<file path="config.mk">
export PLATFORM = sky130hd
export DESIGN_NAME = bus_priority_arbitration_unit_flat
export DESIGN_NICKNAME = d
export VERILOG_FILES = /design/src/sv/bpau_pkg.sv /design/src/sv/bpau_if.sv /design/src/sv/bus_priority_arbitration_unit.sv /design/src/sv/bpau_in_stage.sv /design/src/sv/bpau_engine.sv /design/src/sv/bpau_out_stage.sv /design/src/flat_wrapper.sv
export SDC_FILE = /design/constraint.sdc
export NUM_CORES = 1
export LEC_CHECK = 0
export BUFFER_PORTS_ARGS = -buffer_cell sky130_fd_sc_hd__buf_4
export CAP_MARGIN = 20
export CORE_AREA = 2 2 150 93
export CTS_CLUSTER_DIAMETER = 150
export DETAILED_ROUTE_END_ITERATION = 10
export DIE_AREA = 0 0 152 95
export GPL_TIMING_DRIVEN = 0
export PLACE_DENSITY = 0.57
export SLEW_MARGIN = 20
export SYNTH_ARGS = -nofsm -noshare
export SYNTH_HDL_FRONTEND = slang
export SYNTH_SLANG_ARGS = --single-unit
</file>
<file path="constraint.sdc">
create_clock -name clk -period 3.02 [get_ports clk]
set_input_delay 0.604 -clock clk [delete_from_list [all_inputs] [get_ports clk]]
set_output_delay 0.604 -clock clk [all_outputs]
set_load 0.05 [all_outputs]
</file>
<file path="src/sv/bpau_pkg.sv">
// bus priority arbitration unit: shared types and constants
// no dependencies; every other file of the block uses this package

package bpau_pkg;

  // level masks: bits 0..3 are BR4..BR7, bit 4 is NPR
  localparam int LVL_W      = 5;
  localparam int BR_W       = 4;
  localparam int PRIO_W     = 3;
  localparam int FUNC_W     = 2;
  localparam int MODE_W     = 2;
  localparam int TIMEOUT_W  = 16;
  localparam int CFG_DATA_W = 16;
  localparam int CFG_IDX_W  = 1;

  // default width of the sack timer
  localparam int TIMER_BITS_DEF = 16;

  // lowest interrupt level, BR4 sits at bit 0
  localparam int BR_LEVEL_BASE = 4;

  typedef logic [LVL_W-1:0] lvl_mask_t;

  localparam lvl_mask_t NPR_MASK = 5'b10000;
  localparam lvl_mask_t BR_MASK  = 5'b01111;

  // item function codes
  typedef enum logic [FUNC_W-1:0] {
    FUNC_POLL    = 2'd0,
    FUNC_POST    = 2'd1,
    FUNC_INIT    = 2'd2,
    FUNC_RELEASE = 2'd3
  } func_t;

  // arbitration modes, code 3 behaves as no arbitration
  typedef enum logic [MODE_W-1:0] {
    MODE_NONE    = 2'd0,
    MODE_DEVICE  = 2'd1,
    MODE_ARBITER = 2'd2
  } mode_t;

  // configuration register indexes
  localparam logic [CFG_IDX_W-1:0] REG_ARB_MODE     = 1'b0;
  localparam logic [CFG_IDX_W-1:0] REG_SACK_TIMEOUT = 1'b1;

  localparam logic [MODE_W-1:0]    MODE_RESET    = 2'd1;
  localparam logic [TIMEOUT_W-1:0] TIMEOUT_RESET = 16'd1000;

  typedef struct packed {
    func_t                  func;
    lvl_mask_t              request_mask;
    logic                   cpu_access;
    logic                   allow_intr_grant;
    lvl_mask_t              grant_in_mask;
    lvl_mask_t              forwarded_mask;
    lvl_mask_t              bus_requests_sensed;
    logic                   bbsy_line;
    logic                   sack_line;
    logic                   ssyn_line;
    logic [PRIO_W-1:0]      cpu_prio;
    logic                   cpu_level_valid;
  } req_t;

  typedef struct packed {
    lvl_mask_t granted_mask;
    lvl_mask_t request_lines;
    lvl_mask_t grant_out_mask;
    logic      sack_drive;
  } rsp_t;

  typedef struct packed {
    logic [MODE_W-1:0]    arbitration_mode;
    logic [TIMEOUT_W-1:0] sack_timeout_ticks;
  } cfg_t;

endpackage

</file>
<file path="src/sv/bpau_if.sv">
// valid/ready channel interfaces for the request and result beats
// depends on bpau_pkg

interface bpau_req_if;
  logic                             valid;
  logic                             ready;
  logic [bpau_pkg::FUNC_W-1:0]      func;
  logic [bpau_pkg::LVL_W-1:0]       request_mask;
  logic                             cpu_access;
  logic                             allow_intr_grant;
  logic [bpau_pkg::LVL_W-1:0]       grant_in_mask;
  logic [bpau_pkg::LVL_W-1:0]       forwarded_mask;
  logic [bpau_pkg::LVL_W-1:0]       bus_requests_sensed;
  logic                             bbsy_line;
  logic                             sack_line;
  logic                             ssyn_line;
  logic [bpau_pkg::PRIO_W-1:0]      cpu_prio;
  logic                             cpu_level_valid;

  modport source (
    output valid, func, request_mask, cpu_access, allow_intr_grant, grant_in_mask,
           forwarded_mask, bus_requests_sensed, bbsy_line, sack_line, ssyn_line,
           cpu_prio, cpu_level_valid,
    input  ready
  );

  modport sink (
    input  valid, func, request_mask, cpu_access, allow_intr_grant, grant_in_mask,
           forwarded_mask, bus_requests_sensed, bbsy_line, sack_line, ssyn_line,
           cpu_prio, cpu_level_valid,
    output ready
  );
endinterface

interface bpau_rsp_if;
  logic                        valid;
  logic                        ready;
  logic [bpau_pkg::LVL_W-1:0]  granted_mask;
  logic [bpau_pkg::LVL_W-1:0]  request_lines;
  logic [bpau_pkg::LVL_W-1:0]  grant_out_mask;
  logic                        sack_drive;

  modport source (
    output valid, granted_mask, request_lines, grant_out_mask, sack_drive,
    input  ready
  );

  modport sink (
    input  valid, granted_mask, request_lines, grant_out_mask, sack_drive,
    output ready
  );
endinterface

</file>
<file path="src/sv/bus_priority_arbitration_unit.sv">
// top level of the bus priority arbitration unit
// depends on bpau_pkg, bpau_if, bpau_in_stage, bpau_engine, bpau_out_stage
//
// usage:
//   req is the item channel (valid/ready); each beat is a poll tick, a
//   request post, an init abort or a sack release, with the sensed lines.
//   rsp returns exactly one result beat per request beat, in order.
//   wr_en/wr_index/wr_data write arbitration_mode (index 0) and
//   sack_timeout_ticks (index 1); write only while no beat is in flight.
// order: an accepted beat waits in the input register, is processed as it
//   moves into the result register, and its result is offered from there.
// throughput: one beat per cycle while rsp is taken; the state update of
//   a beat is a single pass of masks and a four-way priority encode between
//   the input register and the result register.
// reset: all arbitration state clears, mode returns to device client,
//   timeout to 1000 ticks; both channels come up empty.
// stall: while rsp is held, one result waits in the result register and
//   one more beat waits in the input register, then req.ready drops.

module bus_priority_arbitration_unit #(
  parameter int TIMER_BITS = bpau_pkg::TIMER_BITS_DEF
) (
  input  logic                                clk,
  input  logic                                rst,
  bpau_req_if.sink                            req,
  bpau_rsp_if.source                          rsp,
  input  logic                                wr_en,
  input  logic [bpau_pkg::CFG_IDX_W-1:0]      wr_index,
  input  logic [bpau_pkg::CFG_DATA_W-1:0]     wr_data
);

  logic             item_valid;
  logic             room;
  logic             advance;
  bpau_pkg::req_t   item;
  bpau_pkg::rsp_t   result;
  bpau_pkg::cfg_t   cfg;

  assign advance = item_valid && room;

  // configuration registers
  always_ff @(posedge clk) begin
    if (rst) begin
      cfg.arbitration_mode   <= bpau_pkg::MODE_RESET;
      cfg.sack_timeout_ticks <= bpau_pkg::TIMEOUT_RESET;
    end else if (wr_en) begin
      unique case (wr_index)
        bpau_pkg::REG_ARB_MODE: begin
          cfg.arbitration_mode <= wr_data[bpau_pkg::MODE_W-1:0];
        end
        bpau_pkg::REG_SACK_TIMEOUT: begin
          cfg.sack_timeout_ticks <= wr_data[bpau_pkg::TIMEOUT_W-1:0];
        end
        default: begin
          cfg <= cfg;
        end
      endcase
    end
  end

  bpau_in_stage u_in (
    .clk        (clk),
    .rst        (rst),
    .req        (req),
    .advance    (advance),
    .item_valid (item_valid),
    .item       (item)
  );

  bpau_engine #(
    .TIMER_BITS (TIMER_BITS)
  ) u_engine (
    .clk    (clk),
    .rst    (rst),
    .fire   (advance),
    .item   (item),
    .cfg    (cfg),
    .result (result)
  );

  bpau_out_stage u_out (
    .clk    (clk),
    .rst    (rst),
    .load   (advance),
    .result (result),
    .room   (room),
    .rsp    (rsp)
  );

endmodule

</file>
<file path="src/sv/bpau_in_stage.sv">
// input register: captures one request beat and holds it until processed
// depends on bpau_pkg and bpau_req_if

module bpau_in_stage (
  input  logic             clk,
  input  logic             rst,
  bpau_req_if.sink         req,
  input  logic             advance,
  output logic             item_valid,
  output bpau_pkg::req_t   item
);

  logic accept;

  // free when empty or when the held item moves on this cycle
  assign req.ready = !item_valid || advance;
  assign accept    = req.valid && req.ready;

  // occupancy
  always_ff @(posedge clk) begin
    if (rst) begin
      item_valid <= 1'b0;
    end else if (accept) begin
      item_valid <= 1'b1;
    end else if (advance) begin
      item_valid <= 1'b0;
    end
  end

  // payload capture
  always_ff @(posedge clk) begin
    if (accept) begin
      item.func                <= bpau_pkg::func_t'(req.func);
      item.request_mask        <= req.request_mask;
      item.cpu_access          <= req.cpu_access;
      item.allow_intr_grant    <= req.allow_intr_grant;
      item.grant_in_mask       <= req.grant_in_mask;
      item.forwarded_mask      <= req.forwarded_mask;
      item.bus_requests_sensed <= req.bus_requests_sensed;
      item.bbsy_line           <= req.bbsy_line;
      item.sack_line           <= req.sack_line;
      item.ssyn_line           <= req.ssyn_line;
      item.cpu_prio            <= req.cpu_prio;
      item.cpu_level_valid     <= req.cpu_level_valid;
    end
  end

endmodule

</file>
<file path="src/sv/bpau_engine.sv">
// arbitration state and the per-beat update for all three modes
// depends on bpau_pkg

module bpau_engine #(
  parameter int TIMER_BITS = bpau_pkg::TIMER_BITS_DEF
) (
  input  logic             clk,
  input  logic             rst,
  input  logic             fire,
  input  bpau_pkg::req_t   item,
  input  bpau_pkg::cfg_t   cfg,
  output bpau_pkg::rsp_t   result
);

  localparam int LOAD_W = (TIMER_BITS > bpau_pkg::TIMEOUT_W) ? TIMER_BITS
                                                              : bpau_pkg::TIMEOUT_W;

  bpau_pkg::lvl_mask_t    pending_requests, pending_requests_next;
  bpau_pkg::lvl_mask_t    wait_clear_grant, wait_clear_grant_next;
  logic                   cpu_access_pending, cpu_access_pending_next;
  logic                   intr_arb_pending, intr_arb_pending_next;
  bpau_pkg::lvl_mask_t    arbiter_grant, arbiter_grant_next;
  logic [TIMER_BITS-1:0]  sack_timer, sack_timer_next;
  logic                   sack_asserted, sack_asserted_next;
  bpau_pkg::lvl_mask_t    grant_out_latch, grant_out_latch_next;

  bpau_pkg::lvl_mask_t    granted;
  bpau_pkg::lvl_mask_t    mine;
  logic [bpau_pkg::BR_W-1:0] br;
  logic [1:0]             br_idx;
  logic [bpau_pkg::PRIO_W-1:0] br_level;
  logic [TIMER_BITS-1:0]  timer_dec;
  logic [TIMER_BITS-1:0]  timer_load;
  logic [LOAD_W-1:0]      timeout_ext;
  logic [LOAD_W-1:0]      timer_max_ext;

  // timeout saturated to the timer width
  assign timeout_ext   = LOAD_W'(cfg.sack_timeout_ticks);
  assign timer_max_ext = LOAD_W'({TIMER_BITS{1'b1}});
  assign timer_load    = (timeout_ext > timer_max_ext) ? timer_max_ext[TIMER_BITS-1:0]
                                                       : timeout_ext[TIMER_BITS-1:0];

  // timer counts down toward zero on each arbitrator poll
  assign timer_dec = (sack_timer != '0)
                   ? sack_timer - {{(TIMER_BITS-1){1'b0}}, 1'b1}
                   : sack_timer;

  // highest sensed interrupt request
  assign br = item.bus_requests_sensed[bpau_pkg::BR_W-1:0];
  always_comb begin
    br_idx = 2'd0;
    for (int i = 0; i < bpau_pkg::BR_W; i++) begin
      if (br[i]) begin
        br_idx = 2'(i);
      end
    end
  end
  assign br_level = {1'b0, br_idx} + bpau_pkg::PRIO_W'(bpau_pkg::BR_LEVEL_BASE);

  assign mine = item.grant_in_mask & pending_requests & ~item.forwarded_mask;

  // next state and granted level
  always_comb begin
    pending_requests_next   = pending_requests;
    wait_clear_grant_next   = wait_clear_grant;
    cpu_access_pending_next = cpu_access_pending;
    intr_arb_pending_next   = intr_arb_pending;
    arbiter_grant_next      = arbiter_grant;
    sack_timer_next         = sack_timer;
    sack_asserted_next      = sack_asserted;
    grant_out_latch_next    = grant_out_latch;
    granted                 = '0;

    unique case (item.func)
      bpau_pkg::FUNC_POLL: begin
        unique case (cfg.arbitration_mode)
          bpau_pkg::MODE_DEVICE: begin
            // device client; grant-out latch holds
            if (cpu_access_pending && !item.bus_requests_sensed[4] &&
                !item.sack_line && !item.bbsy_line &&
                !((|br) && intr_arb_pending)) begin
              cpu_access_pending_next = 1'b0;
              granted                 = bpau_pkg::NPR_MASK;
            end else if (wait_clear_grant == '0) begin
              if (mine != '0) begin
                sack_asserted_next    = 1'b1;
                pending_requests_next = pending_requests & ~mine;
                wait_clear_grant_next = mine;
              end
            end else if ((item.grant_in_mask & wait_clear_grant) == '0 &&
                         !item.bbsy_line && !item.ssyn_line) begin
              granted               = wait_clear_grant;
              wait_clear_grant_next = '0;
            end
          end
          bpau_pkg::MODE_ARBITER: begin
            // acting arbitrator: NPR first, then highest BR above cpu level
            sack_timer_next = timer_dec;
            if (item.sack_line) begin
              arbiter_grant_next = '0;
              sack_timer_next    = '0;
            end else if (item.bus_requests_sensed[4]) begin
              if (arbiter_grant == '0) begin
                arbiter_grant_next = bpau_pkg::NPR_MASK;
                sack_timer_next    = timer_load;
              end
            end else if (intr_arb_pending && (|br)) begin
              if (arbiter_grant == '0 && br_level > item.cpu_prio &&
                  item.cpu_level_valid) begin
                arbiter_grant_next = bpau_pkg::lvl_mask_t'(1) << br_idx;
                sack_timer_next    = timer_load;
              end
            end else if (arbiter_grant != '0 && timer_dec == '0) begin
              arbiter_grant_next = '0;
            end
            grant_out_latch_next  = arbiter_grant_next;
            intr_arb_pending_next = 1'b0;
            granted               = arbiter_grant_next;
          end
          default: begin
            // no arbitration: pass grant-in, acknowledge NPR only
            grant_out_latch_next = item.grant_in_mask;
            if (pending_requests[4]) begin
              pending_requests_next = pending_requests & ~bpau_pkg::NPR_MASK;
              granted               = bpau_pkg::NPR_MASK;
            end
          end
        endcase
      end
      bpau_pkg::FUNC_POST: begin
        pending_requests_next   = pending_requests | item.request_mask;
        cpu_access_pending_next = cpu_access_pending | item.cpu_access;
        if (item.allow_intr_grant) begin
          intr_arb_pending_next = 1'b1;
        end
      end
      bpau_pkg::FUNC_INIT: begin
        pending_requests_next   = '0;
        sack_asserted_next      = 1'b0;
        wait_clear_grant_next   = '0;
        cpu_access_pending_next = 1'b0;
        arbiter_grant_next      = '0;
        sack_timer_next         = '0;
      end
      bpau_pkg::FUNC_RELEASE: begin
        sack_asserted_next = 1'b0;
      end
      default: begin
        sack_asserted_next = sack_asserted;
      end
    endcase
  end

  // result of this beat, taken from the updated state
  assign result.granted_mask   = granted;
  assign result.request_lines  = (cfg.arbitration_mode == bpau_pkg::MODE_DEVICE)
                               ? pending_requests_next : '0;
  assign result.grant_out_mask = grant_out_latch_next;
  assign result.sack_drive     = sack_asserted_next;

  // state registers
  always_ff @(posedge clk) begin
    if (rst) begin
      pending_requests   <= '0;
      wait_clear_grant   <= '0;
      cpu_access_pending <= 1'b0;
      intr_arb_pending   <= 1'b0;
      arbiter_grant      <= '0;
      sack_timer         <= '0;
      sack_asserted      <= 1'b0;
      grant_out_latch    <= '0;
    end else if (fire) begin
      pending_requests   <= pending_requests_next;
      wait_clear_grant   <= wait_clear_grant_next;
      cpu_access_pending <= cpu_access_pending_next;
      intr_arb_pending   <= intr_arb_pending_next;
      arbiter_grant      <= arbiter_grant_next;
      sack_timer         <= sack_timer_next;
      sack_asserted      <= sack_asserted_next;
      grant_out_latch    <= grant_out_latch_next;
    end
  end

`ifndef SYNTHESIS
  // arbitrator never issues more than one level
  a_grant_onehot: assert property (@(posedge clk) disable iff (rst)
    $onehot0(arbiter_grant))
    else $error("arbiter grant has more than one level");

  // timer only runs while a grant stands
  a_timer_idle: assert property (@(posedge clk) disable iff (rst)
    (arbiter_grant == '0) |-> (sack_timer == '0))
    else $error("sack timer running without a grant");

  // init abort drops sack and the grant
  a_init_clears: assert property (@(posedge clk) disable iff (rst)
    (fire && item.func == bpau_pkg::FUNC_INIT) |=>
      (!sack_asserted && arbiter_grant == '0 && wait_clear_grant == '0))
    else $error("init abort left sack or grant state");
`endif

endmodule

</file>
<file path="src/sv/bpau_out_stage.sv">
// result register: holds one result beat until the receiver takes it
// depends on bpau_pkg and bpau_rsp_if

module bpau_out_stage (
  input  logic             clk,
  input  logic             rst,
  input  logic             load,
  input  bpau_pkg::rsp_t   result,
  output logic             room,
  bpau_rsp_if.source       rsp
);

  logic rsp_valid;

  assign room      = !rsp_valid || rsp.ready;
  assign rsp.valid = rsp_valid;

  // occupancy
  always_ff @(posedge clk) begin
    if (rst) begin
      rsp_valid <= 1'b0;
    end else if (load) begin
      rsp_valid <= 1'b1;
    end else if (rsp.ready) begin
      rsp_valid <= 1'b0;
    end
  end

  // payload
  always_ff @(posedge clk) begin
    if (load) begin
      rsp.granted_mask   <= result.granted_mask;
      rsp.request_lines  <= result.request_lines;
      rsp.grant_out_mask <= result.grant_out_mask;
      rsp.sack_drive     <= result.sack_drive;
    end
  end

endmodule
</file>
<file path="src/flat_wrapper.sv">
// flat-port wrapper written by rule: the top's interface ports become plain ports
module bus_priority_arbitration_unit_flat 
#(
  parameter int TIMER_BITS = bpau_pkg::TIMER_BITS_DEF
)
  (clk, rst, wr_en, wr_index, wr_data, req_valid, req_func, req_request_mask, req_cpu_access, req_allow_intr_grant, req_grant_in_mask, req_forwarded_mask, req_bus_requests_sensed, req_bbsy_line, req_sack_line, req_ssyn_line, req_cpu_prio, req_cpu_level_valid, req_ready, rsp_valid, rsp_granted_mask, rsp_request_lines, rsp_grant_out_mask, rsp_sack_drive, rsp_ready);
  bpau_req_if req_i ();
  bpau_rsp_if rsp_i ();
  input  logic clk;
  input  logic rst;
  input  logic wr_en;
  input  logic [bpau_pkg::CFG_IDX_W-1:0] wr_index;
  input  logic [bpau_pkg::CFG_DATA_W-1:0] wr_data;
  input wire logic [$bits(req_i.valid)-1:0] req_valid;
  input wire logic [$bits(req_i.func)-1:0] req_func;
  input wire logic [$bits(req_i.request_mask)-1:0] req_request_mask;
  input wire logic [$bits(req_i.cpu_access)-1:0] req_cpu_access;
  input wire logic [$bits(req_i.allow_intr_grant)-1:0] req_allow_intr_grant;
  input wire logic [$bits(req_i.grant_in_mask)-1:0] req_grant_in_mask;
  input wire logic [$bits(req_i.forwarded_mask)-1:0] req_forwarded_mask;
  input wire logic [$bits(req_i.bus_requests_sensed)-1:0] req_bus_requests_sensed;
  input wire logic [$bits(req_i.bbsy_line)-1:0] req_bbsy_line;
  input wire logic [$bits(req_i.sack_line)-1:0] req_sack_line;
  input wire logic [$bits(req_i.ssyn_line)-1:0] req_ssyn_line;
  input wire logic [$bits(req_i.cpu_prio)-1:0] req_cpu_prio;
  input wire logic [$bits(req_i.cpu_level_valid)-1:0] req_cpu_level_valid;
  output wire logic [$bits(req_i.ready)-1:0] req_ready;
  output wire logic [$bits(rsp_i.valid)-1:0] rsp_valid;
  output wire logic [$bits(rsp_i.granted_mask)-1:0] rsp_granted_mask;
  output wire logic [$bits(rsp_i.request_lines)-1:0] rsp_request_lines;
  output wire logic [$bits(rsp_i.grant_out_mask)-1:0] rsp_grant_out_mask;
  output wire logic [$bits(rsp_i.sack_drive)-1:0] rsp_sack_drive;
  input wire logic [$bits(rsp_i.ready)-1:0] rsp_ready;
  assign req_i.valid = req_valid;
  assign req_i.func = req_func;
  assign req_i.request_mask = req_request_mask;
  assign req_i.cpu_access = req_cpu_access;
  assign req_i.allow_intr_grant = req_allow_intr_grant;
  assign req_i.grant_in_mask = req_grant_in_mask;
  assign req_i.forwarded_mask = req_forwarded_mask;
  assign req_i.bus_requests_sensed = req_bus_requests_sensed;
  assign req_i.bbsy_line = req_bbsy_line;
  assign req_i.sack_line = req_sack_line;
  assign req_i.ssyn_line = req_ssyn_line;
  assign req_i.cpu_prio = req_cpu_prio;
  assign req_i.cpu_level_valid = req_cpu_level_valid;
  assign req_ready = req_i.ready;
  assign rsp_valid = rsp_i.valid;
  assign rsp_granted_mask = rsp_i.granted_mask;
  assign rsp_request_lines = rsp_i.request_lines;
  assign rsp_grant_out_mask = rsp_i.grant_out_mask;
  assign rsp_sack_drive = rsp_i.sack_drive;
  assign rsp_i.ready = rsp_ready;
  bus_priority_arbitration_unit #(.TIMER_BITS(TIMER_BITS)) u_core (.clk(clk), .rst(rst), .req(req_i), .rsp(rsp_i), .wr_en(wr_en), .wr_index(wr_index), .wr_data(wr_data));
endmodule
</file>
==> run metrics <==
Port Buffers=70; Core Area=13300 um2; commonest non-fill, non-tap cell in the layout=nand2_1; most frequent cells in the layout=nand2_1, buf_4, a21oi_1; busiest layer in global routing=met1; Slew Limit Headroom=0.395; clk root buf=clkbuf_16; design area=6250 um2; WL per Instance=18.1 um; Synth cell types=61; sequential area share after synthesis=0.502; P per Cell Area=510 nW/um2; via count=4624; crit share post-route=0.923; Worst VDD drop=0.300 mV; placed cells=802; Arrival @ worst endpoint=3.04 ns; status=complete, no violations; Initial Utilization=0.389; Design Power=0.00319 W; DRT iter0 DRCs=447; RSZ-0062 raised after global routing=false; post-route insts no fill=817; Leak Pwr=2.30 nW; TritonCTS clock tree=built; DP HPWL=11.3 mm; post-route setup slack=0.233 ns; CP Class=reg2reg; mean number of vias per cell=5.66; first-pass GRT wire length=23.0 mm; Placer Congestion=0.942; Primary FF master, synth=dfxtp_1; Post-Syn Area=5160 um2; Data required, critical path=3.27 ns; fillers=1265; GR Util met1=0.344; post-CTS sizing=0; TritonRoute pass-1 iters=5; crit path launch type=register; CP endpoint kind=register; delay of the slowest cell on the worst path=0.41 ns; Routed WL=14.8 mm; initial antenna violation count=0; CTS Hold Buffers Added=0; DP Worst Slack=0.160 ns; DRT antenna net count=0; post-CTS setup buffers=0; GR Util All Layers=0.208; Die H=95 um; Worst Hold Class=in2reg; Synth Register Bits=106; hold violation total from the final report=0; nets@finish=699; clock period minus final worst setup slack=2.79 ns; ys async rst share=0; worst-path cell chain=inv_1 -> ha_1 -> buf_2 -> mux2_2 -> nand3_1 -> or3_1 -> clkbuf_1 -> nor2_2 -> a21oi_1 -> o32ai_1; CTS sink count=106; Die ar.=14400 um2; total negative setup slack=0 ns; GR Util met3=0.0468; Max Fclk=0.359 GHz; crit path max fanout=9; # IOs=71; Rows=33; vias in the first global route=4013; worst-margin pin slew=0.896 ns; cells after synthesis=556; share of cells above drive strength 1=0.179; Final Max Tran Viols=0; CTS buffer count=9; Ys Warns=0; remaining global-route overflow=0; MaxCap Viol Count=0; Mapped Nets=618; EDFF count, synth=47; Die W=152 um; largest net degree at the start of global routing=26; CTS max path bufs=2; Clock transition at path regs=0.08 ns; Setup-failing EPs final=0; DRC viols=0; n_diodes=0; Worst path slowest cell=or3_1; Area Growth Syn to Fin=21.1%; Worst-Skew Late Latency=0.36 ns; mean post-synth cell area=9.28 um2; grt met2 use=0.265; depth of the CTS H-tree=3; Final Skew=0.0161 ns; Placed Instance Area=5940 um2
report_power, final:
| group | switching (W) | internal (W) | total, W |
|---|---|---|---|
| registers | 0.0000399 | 0.00155 | 0.00159 |
| clock network | 0.000601 | 0.000609 | 0.00121 |
| logic | 0.000242 | 0.000143 | 0.000384 |
| total | 0.000882 | 0.00231 | 0.00319 |
area by class of cell:
type | instances | area [um2] | share of cell area
multi-input combinational | 401 | 2380 | 0.381
buffer | 27 | 118 | 0.0188
clock inverter | 6 | 70.1 | 0.0112
clock buffer | 10 | 239 | 0.0382
tap | 175 | 219 | 0.0350
sequential | 106 | 2590 | 0.415
timing repair buffer | 71 | 553 | 0.0885
inverter | 21 | 78.8 | 0.0126
path summary, 6_finish.rpt:
check	start	endpoint	slack (ns)	depth (start not counted)
hold / removal	req_forwarded_mask[3]	u_core.u_in.item[15]	0.42	1
setup reg to reg	u_core.u_in.item[29]	u_core.u_engine.sack_timer[7]	0.23	10
hold reg to reg	u_core.u_engine.sack_asserted	u_core.u_engine.sack_asserted	0.46	2
setup / recovery	u_core.u_in.item[29]	u_core.u_engine.sack_timer[7]	0.23	10
per-stage QoR:
stage | hold WS, ns | utilization
6_report | 0.415 | 0.471
3_5_place_dp | 0.454 | 0.448
3_3_place_gp | 0.452 | 0.446
2_1_floorplan | 0.434 | -
5_1_grt | 0.405 | 0.471
4_1_cts | 0.410 | 0.471
sequential cells by signal (all words and copies together) (netlist names):
register,count
u_core.u_engine.cpu_access_pending,1
u_core.u_engine.pending_requests,5
u_core.u_engine.grant_out_latch,5
u_core.u_engine.arbiter_grant,5
u_core.u_engine.wait_clear_grant,5
u_core.u_engine.sack_timer,16
u_core.cfg,18
u_core.u_engine.sack_asserted,1
u_core.u_in.item_valid,1
u_core.u_in.item,31
u_core.u_out.rsp.granted_mask,5
u_core.u_engine.intr_arb_pending,1
u_core.u_out.rsp.valid,1
u_core.u_out.rsp.grant_out_mask,5
u_core.u_out.rsp.request_lines,5
u_core.u_out.rsp.sack_drive,1
critical path, delay by kind of cell (launching register included):
family                     cells  cell delay, ns
muxes                          1            0.28
DFF                            1            0.40
and+or+nand+nor                3            0.99
AOI/OAI and AO/OA              2            0.36
buffers and inverters          3            0.45
adders and majority gates      1            0.18
per-layer routing:
metal / vias up / wire, um
met5: - / 0
met4: 0 / 118
met3: 11 / 1370
met2: 202 / 5430
met1: 2203 / 7880
li1: 2208 / -
cells in the mapped netlist (all sizes together), types with 2 or more instances:
library cell / n / share of area
a211oi: 11 / 0.016
o2111a: 2 / 0.0046
nor2: 46 / 0.034
or4: 2 / 0.0029
a21oi: 61 / 0.061
nor4: 9 / 0.020
a31oi: 5 / 0.0061
a21o: 2 / 0.0029
inv: 21 / 0.015
nand2: 81 / 0.059
or3: 4 / 0.0048
a32oi: 6 / 0.010
or2: 2 / 0.0024
o31a: 2 / 0.0034
clkbuf: 19 / 0.014
nor2b: 5 / 0.0061
o31ai: 3 / 0.0053
buf: 9 / 0.0095
nor3b: 3 / 0.0053
nand3b: 12 / 0.017
dfxtp: 59 / 0.23
a311oi: 2 / 0.0034
edfxtp: 47 / 0.27
o211ai: 10 / 0.015
o21a: 4 / 0.0058
mux2i: 6 / 0.012
and2: 3 / 0.0036
o21ai: 39 / 0.038
a211o: 3 / 0.0051
a21boi: 2 / 0.0036
ha: 9 / 0.022
nand2b: 6 / 0.0073
nand4: 4 / 0.011
nor3: 26 / 0.025
a22oi: 2 / 0.0029
nand3: 12 / 0.014
o32ai: 3 / 0.0051
a221o: 3 / 0.0058
kinds of logic after synthesis:
logic type,count (synthesis),share of synthesized area
xor+xnor,1,0.00170
compound gates,165,0.203
fa+ha+maj,9,0.0218
flops,106,0.502
mux,7,0.0138
simple gates,219,0.219
buf+inv,49,0.0385
No activity file was read; power rests on OpenSTA's default activity.
